**src/wlrl_pkg.sv**
```systemverilog
// Package for the wear-leveled record log: job and result types, command codes,
// sequencer step codes and the CRC-8 helpers.
// No dependencies.
package wlrl_pkg;

  // Defaults for the top-level parameters
  localparam int unsigned RECORD_SLOTS_DEF = 254;
  localparam int unsigned QUEUE_DEPTH_DEF  = 2;

  // CRC-8 definition: polynomial x^8+x^2+x+1, MSB first, no final xor
  localparam logic [7:0] CRC_POLY = 8'h07;
  localparam logic [7:0] CRC_INIT = 8'hFF;

  // Save keeps only locked, idle LED and dual cell bits
  localparam logic [7:0] FLAG_MASK = 8'h01 | 8'h02 | 8'h04;

  // Page base addresses, upper page erased first
  localparam logic [9:0] PAGE_HI_ADDR = 10'h200;
  localparam logic [9:0] PAGE_LO_ADDR = 10'h000;

  // Result command codes
  localparam logic [1:0] CMD_ERASE   = 2'd0;
  localparam logic [1:0] CMD_WRITE   = 2'd1;
  localparam logic [1:0] CMD_SKIP    = 2'd2;
  localparam logic [1:0] CMD_VERDICT = 2'd3;

  // Save sequencer steps: two erases, then four byte writes
  localparam int unsigned STEP_W = 3;
  localparam logic [STEP_W-1:0] STEP_ERASE_HI = 3'd0;
  localparam logic [STEP_W-1:0] STEP_ERASE_LO = 3'd1;
  localparam logic [STEP_W-1:0] STEP_BYTE0    = 3'd2;
  localparam logic [STEP_W-1:0] STEP_LAST     = 3'd5;

  // Classified item handed from the front to the back
  typedef struct packed {
    logic       scan;
    logic [7:0] hi;
    logic [7:0] lo;
    logic [7:0] flags;
    logic       force_req;
    logic [7:0] stored;
    logic [7:0] crc;
  } job_t;

  // One result item
  typedef struct packed {
    logic [1:0] command;
    logic [9:0] flash_address;
    logic [7:0] write_byte;
    logic       record_valid;
    logic       scan_done;
    logic       last;
  } out_item_t;

  // Bit-serial CRC over a 24-bit message; used with constant arguments only
  function automatic logic [7:0] crc8_serial(input logic [7:0] init, input logic [23:0] msg);
    logic [7:0] c;
    int i;
    c = init;
    for (i = 23; i >= 0; i--) begin
      c = {c[6:0], 1'b0} ^ ((c[7] ^ msg[i]) ? CRC_POLY : 8'h00);
    end
    return c;
  endfunction

  // CRC of three bytes as an xor of per-bit columns plus the init term
  function automatic logic [7:0] crc8_msg(input logic [23:0] msg);
    logic [7:0] acc;
    int i;
    acc = crc8_serial(CRC_INIT, 24'h000000);
    for (i = 0; i < 24; i++) begin
      if (msg[i]) begin
        acc = acc ^ crc8_serial(8'h00, 24'h000001 << i);
      end
    end
    return acc;
  endfunction

endpackage

```
**src/wear_leveled_record_log.sv**
```systemverilog
// An accepted item goes through the job queue and the result register to the port.
// Throughput: one result per cycle unless the output stalls; a scan or skipped save
// gives one result, a save four, a forced or log-full save six, all from one register.
// Input accepts while the two-entry job queue has room, also during a stalled output.
// Reset (synchronous, rst_n low) zeroes write slot, last CRC and scan state; no sweep.
module wear_leveled_record_log #(
  parameter int unsigned RECORD_SLOTS = wlrl_pkg::RECORD_SLOTS_DEF,
  parameter int unsigned QUEUE_DEPTH  = wlrl_pkg::QUEUE_DEPTH_DEF
) (
  input  logic               clk,
  input  logic               rst_n,
  input  logic               in_valid,
  output logic               in_stall,
  input  logic               in_action,
  input  logic signed [15:0] in_ramp_current,
  input  logic        [7:0]  in_flag_byte,
  input  logic               in_force_req,
  input  logic        [7:0]  in_stored_checksum,
  output logic               out_valid,
  input  logic               out_stall,
  output logic        [1:0]  out_command,
  output logic        [9:0]  out_flash_address,
  output logic        [7:0]  out_write_byte,
  output logic               out_record_valid,
  output logic               out_scan_done,
  output logic               out_last
);
  import wlrl_pkg::*;

  job_t push_job, head_job;
  logic push, full, pop, head_valid;

  // Accept and classify
  wlrl_front u_front (
    .in_valid           (in_valid),
    .in_stall           (in_stall),
    .in_action          (in_action),
    .in_ramp_current    (in_ramp_current),
    .in_flag_byte       (in_flag_byte),
    .in_force_req       (in_force_req),
    .in_stored_checksum (in_stored_checksum),
    .q_full             (full),
    .q_push             (push),
    .q_job              (push_job)
  );

  // Decouple front and back
  wlrl_queue #(
    .DEPTH (QUEUE_DEPTH)
  ) u_queue (
    .clk        (clk),
    .rst_n      (rst_n),
    .push       (push),
    .push_job   (push_job),
    .full       (full),
    .pop        (pop),
    .head_valid (head_valid),
    .head_job   (head_job)
  );

  // Carry out scans and saves
  wlrl_back #(
    .RECORD_SLOTS (RECORD_SLOTS)
  ) u_back (
    .clk               (clk),
    .rst_n             (rst_n),
    .head_valid        (head_valid),
    .head_job          (head_job),
    .q_pop             (pop),
    .out_valid         (out_valid),
    .out_stall         (out_stall),
    .out_command       (out_command),
    .out_flash_address (out_flash_address),
    .out_write_byte    (out_write_byte),
    .out_record_valid  (out_record_valid),
    .out_scan_done     (out_scan_done),
    .out_last          (out_last)
  );

endmodule

```
**src/wlrl_front.sv**
```systemverilog
// Front end of the record log: accepts items, masks save flags and computes CRC-8.
// Depends on wlrl_pkg.
module wlrl_front (
  input  logic               in_valid,
  output logic               in_stall,
  input  logic               in_action,
  input  logic signed [15:0] in_ramp_current,
  input  logic        [7:0]  in_flag_byte,
  input  logic               in_force_req,
  input  logic        [7:0]  in_stored_checksum,
  input  logic               q_full,
  output logic               q_push,
  output wlrl_pkg::job_t     q_job
);
  import wlrl_pkg::*;

  logic [7:0] flags_used;

  // Stall while the queue has no room
  assign in_stall = q_full;
  assign q_push   = in_valid && !q_full;

  // Classify: a scan checks all flag bits, a save keeps the low three
  assign flags_used = in_action ? in_flag_byte : (in_flag_byte & FLAG_MASK);

  always_comb begin
    q_job.scan      = in_action;
    q_job.hi        = in_ramp_current[15:8];
    q_job.lo        = in_ramp_current[7:0];
    q_job.flags     = flags_used;
    q_job.force_req = in_force_req;
    q_job.stored    = in_stored_checksum;
    q_job.crc       = crc8_msg({in_ramp_current[15:8], in_ramp_current[7:0], flags_used});
  end

endmodule

```
**src/wlrl_queue.sv**
```systemverilog
// Short job queue between the front and back of the record log.
// Depends on wlrl_pkg.
module wlrl_queue #(
  parameter int unsigned DEPTH = wlrl_pkg::QUEUE_DEPTH_DEF
) (
  input  logic           clk,
  input  logic           rst_n,
  input  logic           push,
  input  wlrl_pkg::job_t push_job,
  output logic           full,
  input  logic           pop,
  output logic           head_valid,
  output wlrl_pkg::job_t head_job
);
  import wlrl_pkg::*;

  localparam int unsigned PTR_W = (DEPTH > 1) ? $clog2(DEPTH) : 1;
  localparam int unsigned CNT_W = $clog2(DEPTH + 1);

  job_t             slots_r [DEPTH];
  logic [PTR_W-1:0] wr_ptr_r, wr_ptr_nxt;
  logic [PTR_W-1:0] rd_ptr_r, rd_ptr_nxt;
  logic [CNT_W-1:0] count_r, count_nxt;
  logic             do_pop;

  assign full       = (count_r == CNT_W'(DEPTH));
  assign head_valid = (count_r != '0);
  assign head_job   = slots_r[rd_ptr_r];
  assign do_pop     = pop && head_valid;

  // Advance pointers with wrap at the depth
  always_comb begin
    wr_ptr_nxt = wr_ptr_r;
    rd_ptr_nxt = rd_ptr_r;
    count_nxt  = count_r;
    if (push) begin
      wr_ptr_nxt = (wr_ptr_r == PTR_W'(DEPTH - 1)) ? '0 : wr_ptr_r + 1'b1;
    end
    if (do_pop) begin
      rd_ptr_nxt = (rd_ptr_r == PTR_W'(DEPTH - 1)) ? '0 : rd_ptr_r + 1'b1;
    end
    if (push && !do_pop) begin
      count_nxt = count_r + 1'b1;
    end else if (!push && do_pop) begin
      count_nxt = count_r - 1'b1;
    end
  end

  always_ff @(posedge clk) begin
    if (!rst_n) begin
      wr_ptr_r <= '0;
      rd_ptr_r <= '0;
      count_r  <= '0;
    end else begin
      wr_ptr_r <= wr_ptr_nxt;
      rd_ptr_r <= rd_ptr_nxt;
      count_r  <= count_nxt;
    end
  end

  // Store the pushed item
  always_ff @(posedge clk) begin
    if (push) begin
      slots_r[wr_ptr_r] <= push_job;
    end
  end

endmodule

```
**src/wlrl_back.sv**
```systemverilog
// Back end of the record log: holds slot, CRC and scan state, sequences erase and
// write commands and drives the registered result port. Depends on wlrl_pkg.
module wlrl_back #(
  parameter int unsigned RECORD_SLOTS = wlrl_pkg::RECORD_SLOTS_DEF
) (
  input  logic           clk,
  input  logic           rst_n,
  input  logic           head_valid,
  input  wlrl_pkg::job_t head_job,
  output logic           q_pop,
  output logic           out_valid,
  input  logic           out_stall,
  output logic [1:0]     out_command,
  output logic [9:0]     out_flash_address,
  output logic [7:0]     out_write_byte,
  output logic           out_record_valid,
  output logic           out_scan_done,
  output logic           out_last
);
  import wlrl_pkg::*;

  localparam logic ST_IDLE  = 1'b0;
  localparam logic ST_WRITE = 1'b1;

  logic              st_r, st_nxt;
  logic [STEP_W-1:0] step_r, step_nxt;
  logic [7:0]        write_slot_r, write_slot_nxt;
  logic [7:0]        last_crc_r, last_crc_nxt;
  logic [7:0]        scan_count_r, scan_count_nxt;
  logic              scan_stopped_r, scan_stopped_nxt;
  logic [7:0]        hi_r, lo_r, flags_r, crc_r, slot_r;
  logic              out_valid_r, out_valid_nxt;
  out_item_t         out_r;

  logic              adv, busy;
  logic              erase_c, skip_c, scan_ok_c, stop_c;
  logic [7:0]        slot_c, cnt_inc_c;
  logic [STEP_W-1:0] first_c;
  logic [STEP_W-1:0] sel_step;
  logic [7:0]        sel_hi, sel_lo, sel_flags, sel_crc, sel_slot;
  logic [1:0]        byte_idx;
  out_item_t         item;

  assign adv  = !out_valid_r || !out_stall;
  assign busy = (st_r == ST_WRITE);

  // Classify the head job against the current state
  always_comb begin
    erase_c   = head_job.force_req || (write_slot_r >= 8'(RECORD_SLOTS));
    slot_c    = erase_c ? 8'h00 : write_slot_r;
    first_c   = erase_c ? STEP_ERASE_HI : STEP_BYTE0;
    skip_c    = !head_job.force_req && (head_job.crc == last_crc_r);
    scan_ok_c = !scan_stopped_r && (head_job.crc == head_job.stored);
    cnt_inc_c = scan_count_r + 8'd1;
    stop_c    = scan_stopped_r || !scan_ok_c || (cnt_inc_c >= 8'(RECORD_SLOTS));
  end

  // Pick the record being sequenced: held one, or the head job on its first item
  always_comb begin
    if (busy) begin
      sel_step  = step_r;
      sel_hi    = hi_r;
      sel_lo    = lo_r;
      sel_flags = flags_r;
      sel_crc   = crc_r;
      sel_slot  = slot_r;
    end else begin
      sel_step  = first_c;
      sel_hi    = head_job.hi;
      sel_lo    = head_job.lo;
      sel_flags = head_job.flags;
      sel_crc   = head_job.crc;
      sel_slot  = slot_c;
    end
    byte_idx = 2'(sel_step - STEP_BYTE0);
  end

  // Build the next result item
  always_comb begin
    item = '0;
    if (!busy && head_job.scan) begin
      item.command      = CMD_VERDICT;
      item.record_valid = scan_ok_c;
      item.scan_done    = stop_c;
      item.last         = 1'b1;
    end else if (!busy && skip_c) begin
      item.command = CMD_SKIP;
      item.last    = 1'b1;
    end else begin
      unique case (sel_step)
        STEP_ERASE_HI: begin
          item.command       = CMD_ERASE;
          item.flash_address = PAGE_HI_ADDR;
        end
        STEP_ERASE_LO: begin
          item.command       = CMD_ERASE;
          item.flash_address = PAGE_LO_ADDR;
        end
        default: begin
          item.command       = CMD_WRITE;
          item.flash_address = {sel_slot, byte_idx};
          unique case (byte_idx)
            2'd0:    item.write_byte = sel_hi;
            2'd1:    item.write_byte = sel_lo;
            2'd2:    item.write_byte = sel_flags;
            default: item.write_byte = sel_crc;
          endcase
          item.last = (sel_step == STEP_LAST);
        end
      endcase
    end
  end

  // Advance the sequencer and the log state
  always_comb begin
    st_nxt           = st_r;
    step_nxt         = step_r;
    write_slot_nxt   = write_slot_r;
    last_crc_nxt     = last_crc_r;
    scan_count_nxt   = scan_count_r;
    scan_stopped_nxt = scan_stopped_r;
    out_valid_nxt    = out_valid_r;
    q_pop            = 1'b0;
    if (adv) begin
      out_valid_nxt = busy || head_valid;
      if (busy) begin
        if (step_r == STEP_LAST) begin
          st_nxt = ST_IDLE;
        end
        step_nxt = step_r + 1'b1;
      end else if (head_valid) begin
        q_pop = 1'b1;
        if (head_job.scan) begin
          if (scan_ok_c) begin
            scan_count_nxt = cnt_inc_c;
            write_slot_nxt = cnt_inc_c;
            last_crc_nxt   = head_job.stored;
          end
          scan_stopped_nxt = stop_c;
        end else if (!skip_c) begin
          write_slot_nxt = slot_c + 8'd1;
          last_crc_nxt   = head_job.crc;
          st_nxt         = ST_WRITE;
          step_nxt       = first_c + 1'b1;
        end
      end
    end
  end

  always_ff @(posedge clk) begin
    if (!rst_n) begin
      st_r           <= ST_IDLE;
      step_r         <= '0;
      write_slot_r   <= '0;
      last_crc_r     <= '0;
      scan_count_r   <= '0;
      scan_stopped_r <= 1'b0;
      out_valid_r    <= 1'b0;
    end else begin
      st_r           <= st_nxt;
      step_r         <= step_nxt;
      write_slot_r   <= write_slot_nxt;
      last_crc_r     <= last_crc_nxt;
      scan_count_r   <= scan_count_nxt;
      scan_stopped_r <= scan_stopped_nxt;
      out_valid_r    <= out_valid_nxt;
    end
  end

  // Hold the record for the rest of its sequence
  always_ff @(posedge clk) begin
    if (adv && !busy && head_valid) begin
      hi_r    <= head_job.hi;
      lo_r    <= head_job.lo;
      flags_r <= head_job.flags;
      crc_r   <= head_job.crc;
      slot_r  <= slot_c;
    end
  end

  // Load the result register when the port moves
  always_ff @(posedge clk) begin
    if (adv) begin
      out_r <= item;
    end
  end

  assign out_valid         = out_valid_r;
  assign out_command       = out_r.command;
  assign out_flash_address = out_r.flash_address;
  assign out_write_byte    = out_r.write_byte;
  assign out_record_valid  = out_r.record_valid;
  assign out_scan_done     = out_r.scan_done;
  assign out_last          = out_r.last;

  // Verdicts and skips always close their item
  a_single_last: assert property (@(posedge clk) disable iff (!rst_n)
    out_valid_r && (out_r.command == CMD_VERDICT || out_r.command == CMD_SKIP) |-> out_r.last)
    else $error("verdict or skip result without last");

  // Write slot never passes the slot limit
  a_slot_bound: assert property (@(posedge clk) disable iff (!rst_n)
    write_slot_r <= 8'(RECORD_SLOTS))
    else $error("write slot beyond slot limit");

  // A stopped scan stays stopped until reset
  a_scan_sticky: assert property (@(posedge clk) disable iff (!rst_n)
    scan_stopped_r |=> scan_stopped_r)
    else $error("scan restarted without reset");

  // Byte writes land inside the slot range
  a_write_addr: assert property (@(posedge clk) disable iff (!rst_n)
    out_valid_r && out_r.command == CMD_WRITE |-> out_r.flash_address[9:2] < 8'(RECORD_SLOTS))
    else $error("byte write outside record slots");

  // The sequencer only runs mid-save, never on its first step
  a_step_range: assert property (@(posedge clk) disable iff (!rst_n)
    busy |-> step_r != STEP_ERASE_HI && out_valid_r)
    else $error("save sequencer in impossible step");

endmodule

```
**config.mk**
```make
export PLATFORM = sky130hd
export DESIGN_NAME = wear_leveled_record_log
export DESIGN_NICKNAME = d
export VERILOG_FILES = /design/src/wlrl_pkg.sv /design/src/wear_leveled_record_log.sv /design/src/wlrl_front.sv /design/src/wlrl_queue.sv /design/src/wlrl_back.sv
export SDC_FILE = /design/constraint.sdc
export NUM_CORES = 1
export LEC_CHECK = 0
export BUFFER_PORTS_ARGS = -buffer_cell sky130_fd_sc_hd__buf_2
export CORE_AREA = 2 2 112 195
export DETAILED_ROUTE_END_ITERATION = 16
export DIE_AREA = 0 0 114 197
export PLACE_DENSITY_LB_ADDON = 0.15
export SYNTH_ARGS = -nofsm -noshare
export SYNTH_HDL_FRONTEND = slang
export SYNTH_HIERARCHICAL = 1
export SYNTH_SLANG_ARGS = --single-unit
```
**constraint.sdc**
```tcl
create_clock -name clk -period 4.01 [get_ports clk]
set_input_delay 0.802 -clock clk [delete_from_list [all_inputs] [get_ports clk]]
set_output_delay 0.802 -clock clk [all_outputs]
set_load 0.03 [all_outputs]
```
Word level (Yosys, flattened, before mapping)
Memory sizes are Yosys's and may differ from the RTL's. A register that Yosys moved wholly into a read port is not among the register bits.
Index checks and enable logic that the tools add are counted.
{"block": "word_totals", "n_memories": 1, "in_bits": 38, "output_inout_bits": 25, "register_bits": 97, "mem_bits_rw": 84}
{"memory": "u_queue.slots_r", "words": 2, "word_bits": 42, "read_ports": 1, "rd_clocked_by_memory_dff": 1, "write_ports": 1, "line": "wlrl_queue.sv:20", "source": "job_t slots_r [DEPTH];"}
{"block": "classes", "n_eq_ne": 12, "add_sub_neg": 9, "n_reduce_logical": 36, "mux": 63, "n_lt_le_gt_ge": 2, "bitwise_logic": 24}
{"operator": "$mux W8", "n": 23}
{"operator": "$mux W7", "n": 7}
{"operator": "$not A3 Y3", "n": 15}
{"operator": "$not A5 Y5", "n": 8}
{"operator": "$pmux W8 S3", "n": 1}
{"operator": "$pmux W11 S2", "n": 1}
{"operator": "$mux W3", "n": 6}
{"operator": "$add A8 B1 Y8 const B", "n": 2}
{"operator": "$eq A8 B8 Y1", "n": 2}
{"operator": "$ge A8 B8 Y1 const B", "n": 2}
{"operator": "$mux W1", "n": 16}
{"operator": "$mux W6", "n": 2}
{"operator": "$logic_and A1 B1 Y1", "n": 10}
{"operator": "$mux W5", "n": 2}
{"operator": "$reduce_and A5 Y1", "n": 2}
{"operator": "$logic_not A1 Y1", "n": 9}
{"operator": "$mux W4", "n": 2}
{"operator": "$reduce_and A4 Y1", "n": 2}
{"operator": "$add A3 B1 Y3 const B", "n": 2}
{"operator": "$eq A3 B3 Y1 const B", "n": 2}
{"operator": "$mux W2", "n": 3}
{"operator": "$reduce_bool A2 Y1", "n": 3}
{"operator": "$logic_or A1 B1 Y1", "n": 5}
{"operator": "$eq A2 B2 Y1 const B", "n": 2}
{"operator": "13 further kinds", "n": 17}

Depth between registers and ports, before layout
Gate-level depths: netlist of the first run.
{"block": "depth", "depth_word": 48, "mapped_depth": 14, "depth_no_buf": 10}

Cells and area by module
Netlist of the first run, hierarchy kept.
{"module": "wlrl_back", "cells_each": 403, "area_per_inst_um2": 4636.9, "instances": 1, "seq_area_each_um2": 2492.4}
{"module": "wlrl_queue", "cells_each": 153, "area_per_inst_um2": 3240.6, "instances": 1, "seq_area_each_um2": 2622.5}
{"module": "wlrl_front", "cells_each": 84, "area_per_inst_um2": 765.7, "instances": 1, "seq_area_each_um2": 0.0}

Worst setup path after synthesis of the first run
Ideal clock, no wire load.
{"block": "synth_path", "path_type": "in2reg", "startpoint": "in in_valid", "endpoint": "mem u_queue/slots_r[0][0] (netlist bit), enable pin", "setup_slack_ns": 0.602, "stages": 2, "path_buffers": 0, "t_arrival_ns": 2.961, "setup_time_ns": 0.448, "cell_sequence": "nor2b_1 -> nor2b_1"}
{"block": "synth_via", "elab_chain_len": 3}
{"element": "start, declared", "line": "wear_leveled_record_log.sv:12", "source": "input logic in_valid,"}
{"element": "$logic_and A1 B1 Y1", "line": "wlrl_front.sv:21", "source": "assign q_push = in_valid && !q_full;"}
{"element": "$mux W1", "line": "wlrl_queue.sv:63", "source": "if (push) begin"}
{"element": "$mux W1 (implied by the code)", "line": "wlrl_queue.sv:64", "source": "slots_r[wr_ptr_r] <= push_job;"}
{"element": "end, declared", "line": "wlrl_queue.sv:20"}
No other way between the ends.

==> results of run 1 <==
[per-layer routing]
metal	global-route usage, %	up-vias	share of wire (%)
met4	11.29	0	5.2
met3	2.921	49	3.1
met2	35.03	137	57
li1	-	2425	-
met5	0	-	0
met1	18.17	2584	35
[cell families (layout without fill, tap and decap cells)]
| family | Yosys count | in the layout | synth area share (%) |
|---|---|---|---|
| and+or+nand+nor | 133 | 133 | 8.107 |
| muxes | 54 | 54 | 8.020 |
| DFF | 182 | 182 | 59.18 |
| AOI/OAI and AO/OA | 96 | 96 | 9.019 |
| xor gates and xnor gates | 72 | 72 | 8.439 |
| buffers and inverters | 94 | 133 | 5.935 |
| adders and majority gates | 9 | 9 | 1.303 |
[cell usage in the layout, fill, tap and decap left out, drive strengths merged, types with 2 or more instances in the layout]
master	n
o311a	11
clkinvlp	3
or4	2
mux2i	4
o221ai	9
a211oi	2
xor3	3
mux4	8
o21ai	12
a222oi	16
o211a	2
a32o	6
nand4	4
buf	69
clkinv	6
nor4	3
and4	2
a21oi	16
nand3	11
xnor3	2
and2	15
a311oi	2
nor3	8
nor2	27
xnor2	37
clkbuf	17
nor2b	5
nand2	36
nand2b	3
a31oi	3
bufinv	2
mux2	42
edfxtp	147
ha	9
or3	12
xor2	30
dfxtp	35
o31ai	3
inv	36
[worst register-to-register path, delay by kind of cell (launching register included)]
family / cells / cell delay (ps)
compound gates: 4 / 1180
simple gates: 2 / 600
fa+ha+maj: 1 / 450
flops: 1 / 440
mux: 1 / 430
buf+inv: 2 / 230
[power groups by stage]
stage	Clock (uW)	Combinational, uW	Sequential, uW
CTS	1680	2490	3000
global placement	0	2430	3030
floorplan	0	1670	3120
detailed placement	0	2480	3040
global route	1740	2660	3050
finish	1640	2460	2990
[stage by stage]
stage               total power (uW)  hold slack (ps)  cells
detailed placement              5517            464.6    899
global placement                5464            463.9    899
finish                          7093            474.4    931
CTS                             7171            476.4    931
global route                    7445            497.5    931
floorplan                       4791            446.9    640
[registers in the layout, indices dropped and copies added (netlist names), 2 cells and up, named ones only]
name,cells
u_queue/slots_r,84
u_back/out_flash_address,10
u_back/crc_r,8
u_back/flags_r,8
u_back/hi_r,8
u_back/last_crc_r,8
u_back/lo_r,8
u_back/out_write_byte,8
u_back/scan_count_r,8
u_back/slot_r,8
u_back/write_slot_r,8
u_back/step_r,3
u_back/out_command,2
u_queue/count_r,2
[final cells by class]
cell class	count	area (um2)	share of cell area, %
Sequential cell	182	5116	53.73
Tap cell	252	315.3	3.311
Inverter	32	120.1	1.261
Multi-Input combinational cell	364	3032	31.84
Clock buffer	17	425.4	4.468
Clock inverter	15	150.1	1.577
Timing Repair Buffer	69	362.8	3.811
[final timing paths]
| kind | start | to | slack, ps | depth (start not counted) |
|---|---|---|---|---|
| worst max-delay path | register | u_back/out_flash_address[8] | 560 | 10 |
| worst min-delay path | u_back/step_r[0] | u_back/step_r[0] | 470 | 2 |
| worst max register to register | register | u_back/out_flash_address[8] | 560 | 10 |
| worst min register to register | u_back/step_r[0] | u_back/step_r[0] | 470 | 2 |
==> run metrics, run 1 <==
area leader, netlist edfxtp_1; setup ws final 560.7 ps; Final HPWL DP 14,630 um; crit path time final about 3400 ps; ANT cells 0; die area 22,460 um2; Critical Path, Cell by Cell mux2_2 > a41o_1 > o21ai_0 > inv_1 > ha_1 > nor2_1 > inv_1 > a311oi_2 > and3_1 > a32o_1; wire per inst 21.45 um; post_cts resized 0; final core utilization 45.68%; Fin. Hold Viols 0; crit-path max FO 18; Seq/Total Area, Yosys 59.18%; port bufs 62; clk_lat worst skew 430 ps; DP Area 8946 um2; Post-CTS Repair Setup Buffers 0; Hold Path Class reg2reg; largest net degree at the start of global routing 44; Synth Cell Area 8643 um2; I/O Pins 63; P_leak 0.003550 uW; CP max stage cell ha_1; TritonCTS clock tree yes; initial DRC count 316; post-synth top area share 51.07%; Clock power frac about 23%; # nets final around 700; main flop type after synthesis edfxtp_1; CP Buf/Inv Count 2; most used cell, CP inv_1; element type at the critical path start register; Starting Density 41.46%; Final GP Congestion a little over 0.8; average cell area after synthesis 13.51 um2; Synth cell types 72; final period utilization 86.02%; Core Area about 21,000 um2; max-cap viol count 0; final instance area 9522 um2; async set or reset register ratio after synthesis 0%; Clock Sinks 182; CTS Buf Count 17; final setup fails 0; Clk pin slew, worst setup/hold paths 70 ps; share of cells above drive strength 1 roughly a quarter; Fmax 0.2899 GHz; # rows 70; Avg Vias per Cell 5.580; Logic pwr share 34.7%; H-tree levels 4; #FFs+latches synth 182; Slew headroom 19.09%; Worst path top cell family by delay compound AO/OA/AOI/OAI gates; DRC Markers 0; maximum VDD drop between 0.0003 and 0.0004 V; Syn Nets around 700; gr usage total 18.41%; Ys Warns 6; Setup WS pre-CTS 561.1 ps; routed wire length ~20,000 um; Die W 114 um; Layout Skew 10.56 ps; Seq pwr share ~42%; required time worst endpoint 4310 ps; critical path type reg2reg; first-pass GRT wire length 30,500 um; Antenna Nets Post-Route 0; vias in the first global route ~5,400; Setup TNS 0 ps; Post-CTS Hold Buffers 0; Pre-antenna DRT Iters 5; count of flip-flops with a built-in enable after synthesis ~150; Internal approximately 4600 uW; Die Y 197 um; clock tree buffer depth 2; Final Max Slew Viols 0; GR Overflow Total 0; Synth area leaders edfxtp_1, dfxtp_1, mux2_2; synth cell count leaders edfxtp_1, mux2_2, nand2_1; initial antenna violation count 0; CTS root buffer clkbuf_16; status completed; Pwr per Cell Area 745.0 nW/um2; Switching Fraction 35.54%; fillers 1,956; Area growth, synth to finish 10.16%; vias post-DR around 5,200; CP peak stage delay 450 ps; Worst setup EP type register; RSZ-0062 raised after global routing false; top-count cell post-synth edfxtp_1; Net Sw Power 2521 uW; Worst EP arrival approximately 3700 ps; Cells after Synth 640; Worst Tran Pin Value 1211 ps
Note: power is estimated with default switching activity, not from simulation.
==> run 2: changes to the inputs <==
- CORE_AREA: 2 2 112 195 -> 2 2 164 134
- DIE_AREA: 0 0 114 197 -> 0 0 166 136
==> run 2 against run 1 <==
- clock power grew 10%
- core utilization is 0.084 points higher
- first-iteration DRC count increased by 56%
- global-route usage shrank 1.2 points
- register-to-register slack better by 290 ps
- setup slack better by 290 ps
- routed wire length decreased by 6.5%
- critical endpoint is now u_back/out_flash_address[4]
==> run metrics, run 2 (synthesized netlist as in run 1, its figures left out) <==
Final Max Slew Viols 0 (unchanged); Die Y 136 um (-31%); Final HPWL DP 13,180 um (-9.9%); Hold Slack 475.9 ps (+1.544 ps); gr usage total 17.18% (-1.2 points); P_leak 0.003602 uW (+1.5%); die area 22,580 um2 (+0.53%); # rows 48 (-31%); Avg Vias per Cell 5.356 (-4.0%); Pwr per Cell Area 750.1 nW/um2 (+0.69%); largest net degree at the start of global routing 44 (unchanged); Hold Path Class reg2reg; post_cts resized 0 (unchanged); required time worst endpoint 4300 ps (about the same); final period utilization 78.85% (-7.2 points); multi-input gate area in the final layout 3032 um2 (unchanged); Final GP Congestion 0.8116 (-2.2%); CTS root buffer clkbuf_16; largest register by flop count u_queue/slots_r; DRC Markers 0 (unchanged); Fmax 0.3163 GHz (+9.1%); port bufs 62 (unchanged); crit path time final 3162 ps (-287.5 ps); Clk pin slew, worst setup/hold paths 70 ps (about the same); TritonCTS clock tree yes; Starting Density 41.00% (-0.46 points); RSZ-0062 raised after global routing false; R2R cell count 11 (+1); final setup fails 0 (unchanged); vias post-DR 5,131 (-1.2%); # nets final 717 (+0.56%); initial DRC count 493 (+56%); clock tree buffer depth 2 (unchanged); Setup TNS 0 ps (unchanged); ANT cells 0 (unchanged); Die W 166 um (+46%); I/O Pins 63 (unchanged); commonest non-fill, non-tap cell in the layout edfxtp_1; post-layout power 7236 uW (+2.0%); Post-CTS Hold Buffers 0 (unchanged); Storage cell area 5116 um2 (unchanged); critical path type reg2reg; fillers 1,908 (-2.5%); H-tree levels 4 (unchanged); Area growth, synth to finish 11.61%; initial antenna violation count 0 (unchanged); Slew headroom 26.40% (+7.3 points); final core utilization 45.76% (+0.084 points); most frequent cells in the layout edfxtp_1, buf_2, mux2_2; Post-CTS Repair Setup Buffers 0 (unchanged); vias in the first global route 4,959 (-8.2%); routed wire length 18,670 um (-6.5%); CTS Buf Count 17 (unchanged); GR Overflow Total 0 (unchanged); clk_lat worst skew 430 ps (about the same); element type at the critical path start register; Worst setup EP type register; wire per inst 19.49 um (-9.1%); maximum VDD drop 0.0003603 V (+16%); share of cells above drive strength 1 25.33% (+0.44 points); first-pass GRT wire length 29,220 um (-4.2%); dpl cells 926 (+3.0%); Layout Skew 10.68 ps (+0.1198 ps); non-filler instance count after layout 958 (+2.9%); Worst EP arrival 3460 ps (-280 ps); hold depth 2 (unchanged); max reg flops 84 (unchanged); Clock Sinks 182 (unchanged); Core Area 21,080 um2 (+1.1%); Worst Tran Pin Value 1104 ps (-106.8 ps); Antenna Nets Post-Route 0 (unchanged); crit-path max FO 18 (unchanged); Pre-antenna DRT Iters 6 (+1); status completed; Fin. Hold Viols 0 (unchanged); max-cap viol count 0 (unchanged)
-- run 2: layout make-up --
class | count | share of cell area, %
inverters | 32 | 1.245
flip-flops and latches | 182 | 53.04
clock inverters | 11 | 1.777
repair buffers | 73 | 4.073
clock buffers | 21 | 4.877
well taps | 275 | 3.567
multi-input cells | 364 | 31.43
-- run 2: path summary, 6_finish.rpt --
check | start | to | slack, ps
hold reg to reg | u_back/step_r[0] | u_back/step_r[0] | 480
setup reg to reg | register | u_back/out_flash_address[4] | 850
setup / recovery | register | u_back/out_flash_address[4] | 850
hold / removal | u_back/step_r[0] | u_back/step_r[0] | 480
-- run 2: where the power goes --
| part | total, uW | internal (uW) | switching, uW |
|---|---|---|---|
| clock | 1810 | 1100 | 709 |
| sequential | 2960 | 2740 | 213 |
| combinational | 2470 | 924 | 1550 |
| total | 7240 | 4760 | 2470 |
-- run 2: critical path, stage by stage (launching register included) --
cell	delay, ps
dfxtp_2	330
mux2_2	400
a41o_1	270
o21ai_0	340
inv_1	140
ha_1	200
buf_4	200
nor2_1	150
inv_1	90
a311oi_2	380
and3_1	350
a32o_1	170
-- run 2: layer usage --
metal | routed length [um] | part of all wire [%] | up-vias | GRT usage, %
met5 | 0 | 0 | - | 0
met2 | 8228 | 44 | 128 | 25.27
met4 | 138 | 0.74 | 0 | 4.783
li1 | - | - | 2440 | -
met1 | 9354 | 50 | 2556 | 25.71
met3 | 951 | 5.1 | 7 | 3.639
-- run 2: through the flow --
step | setup WS [ps] | area (um2)
finish | 848.2 | 9647
global route | 624.8 | 9647
CTS | 834.5 | 9647
detailed placement | 856.1 | 9005
global placement | 925.5 | 9005
floorplan | 601.8 | 8643
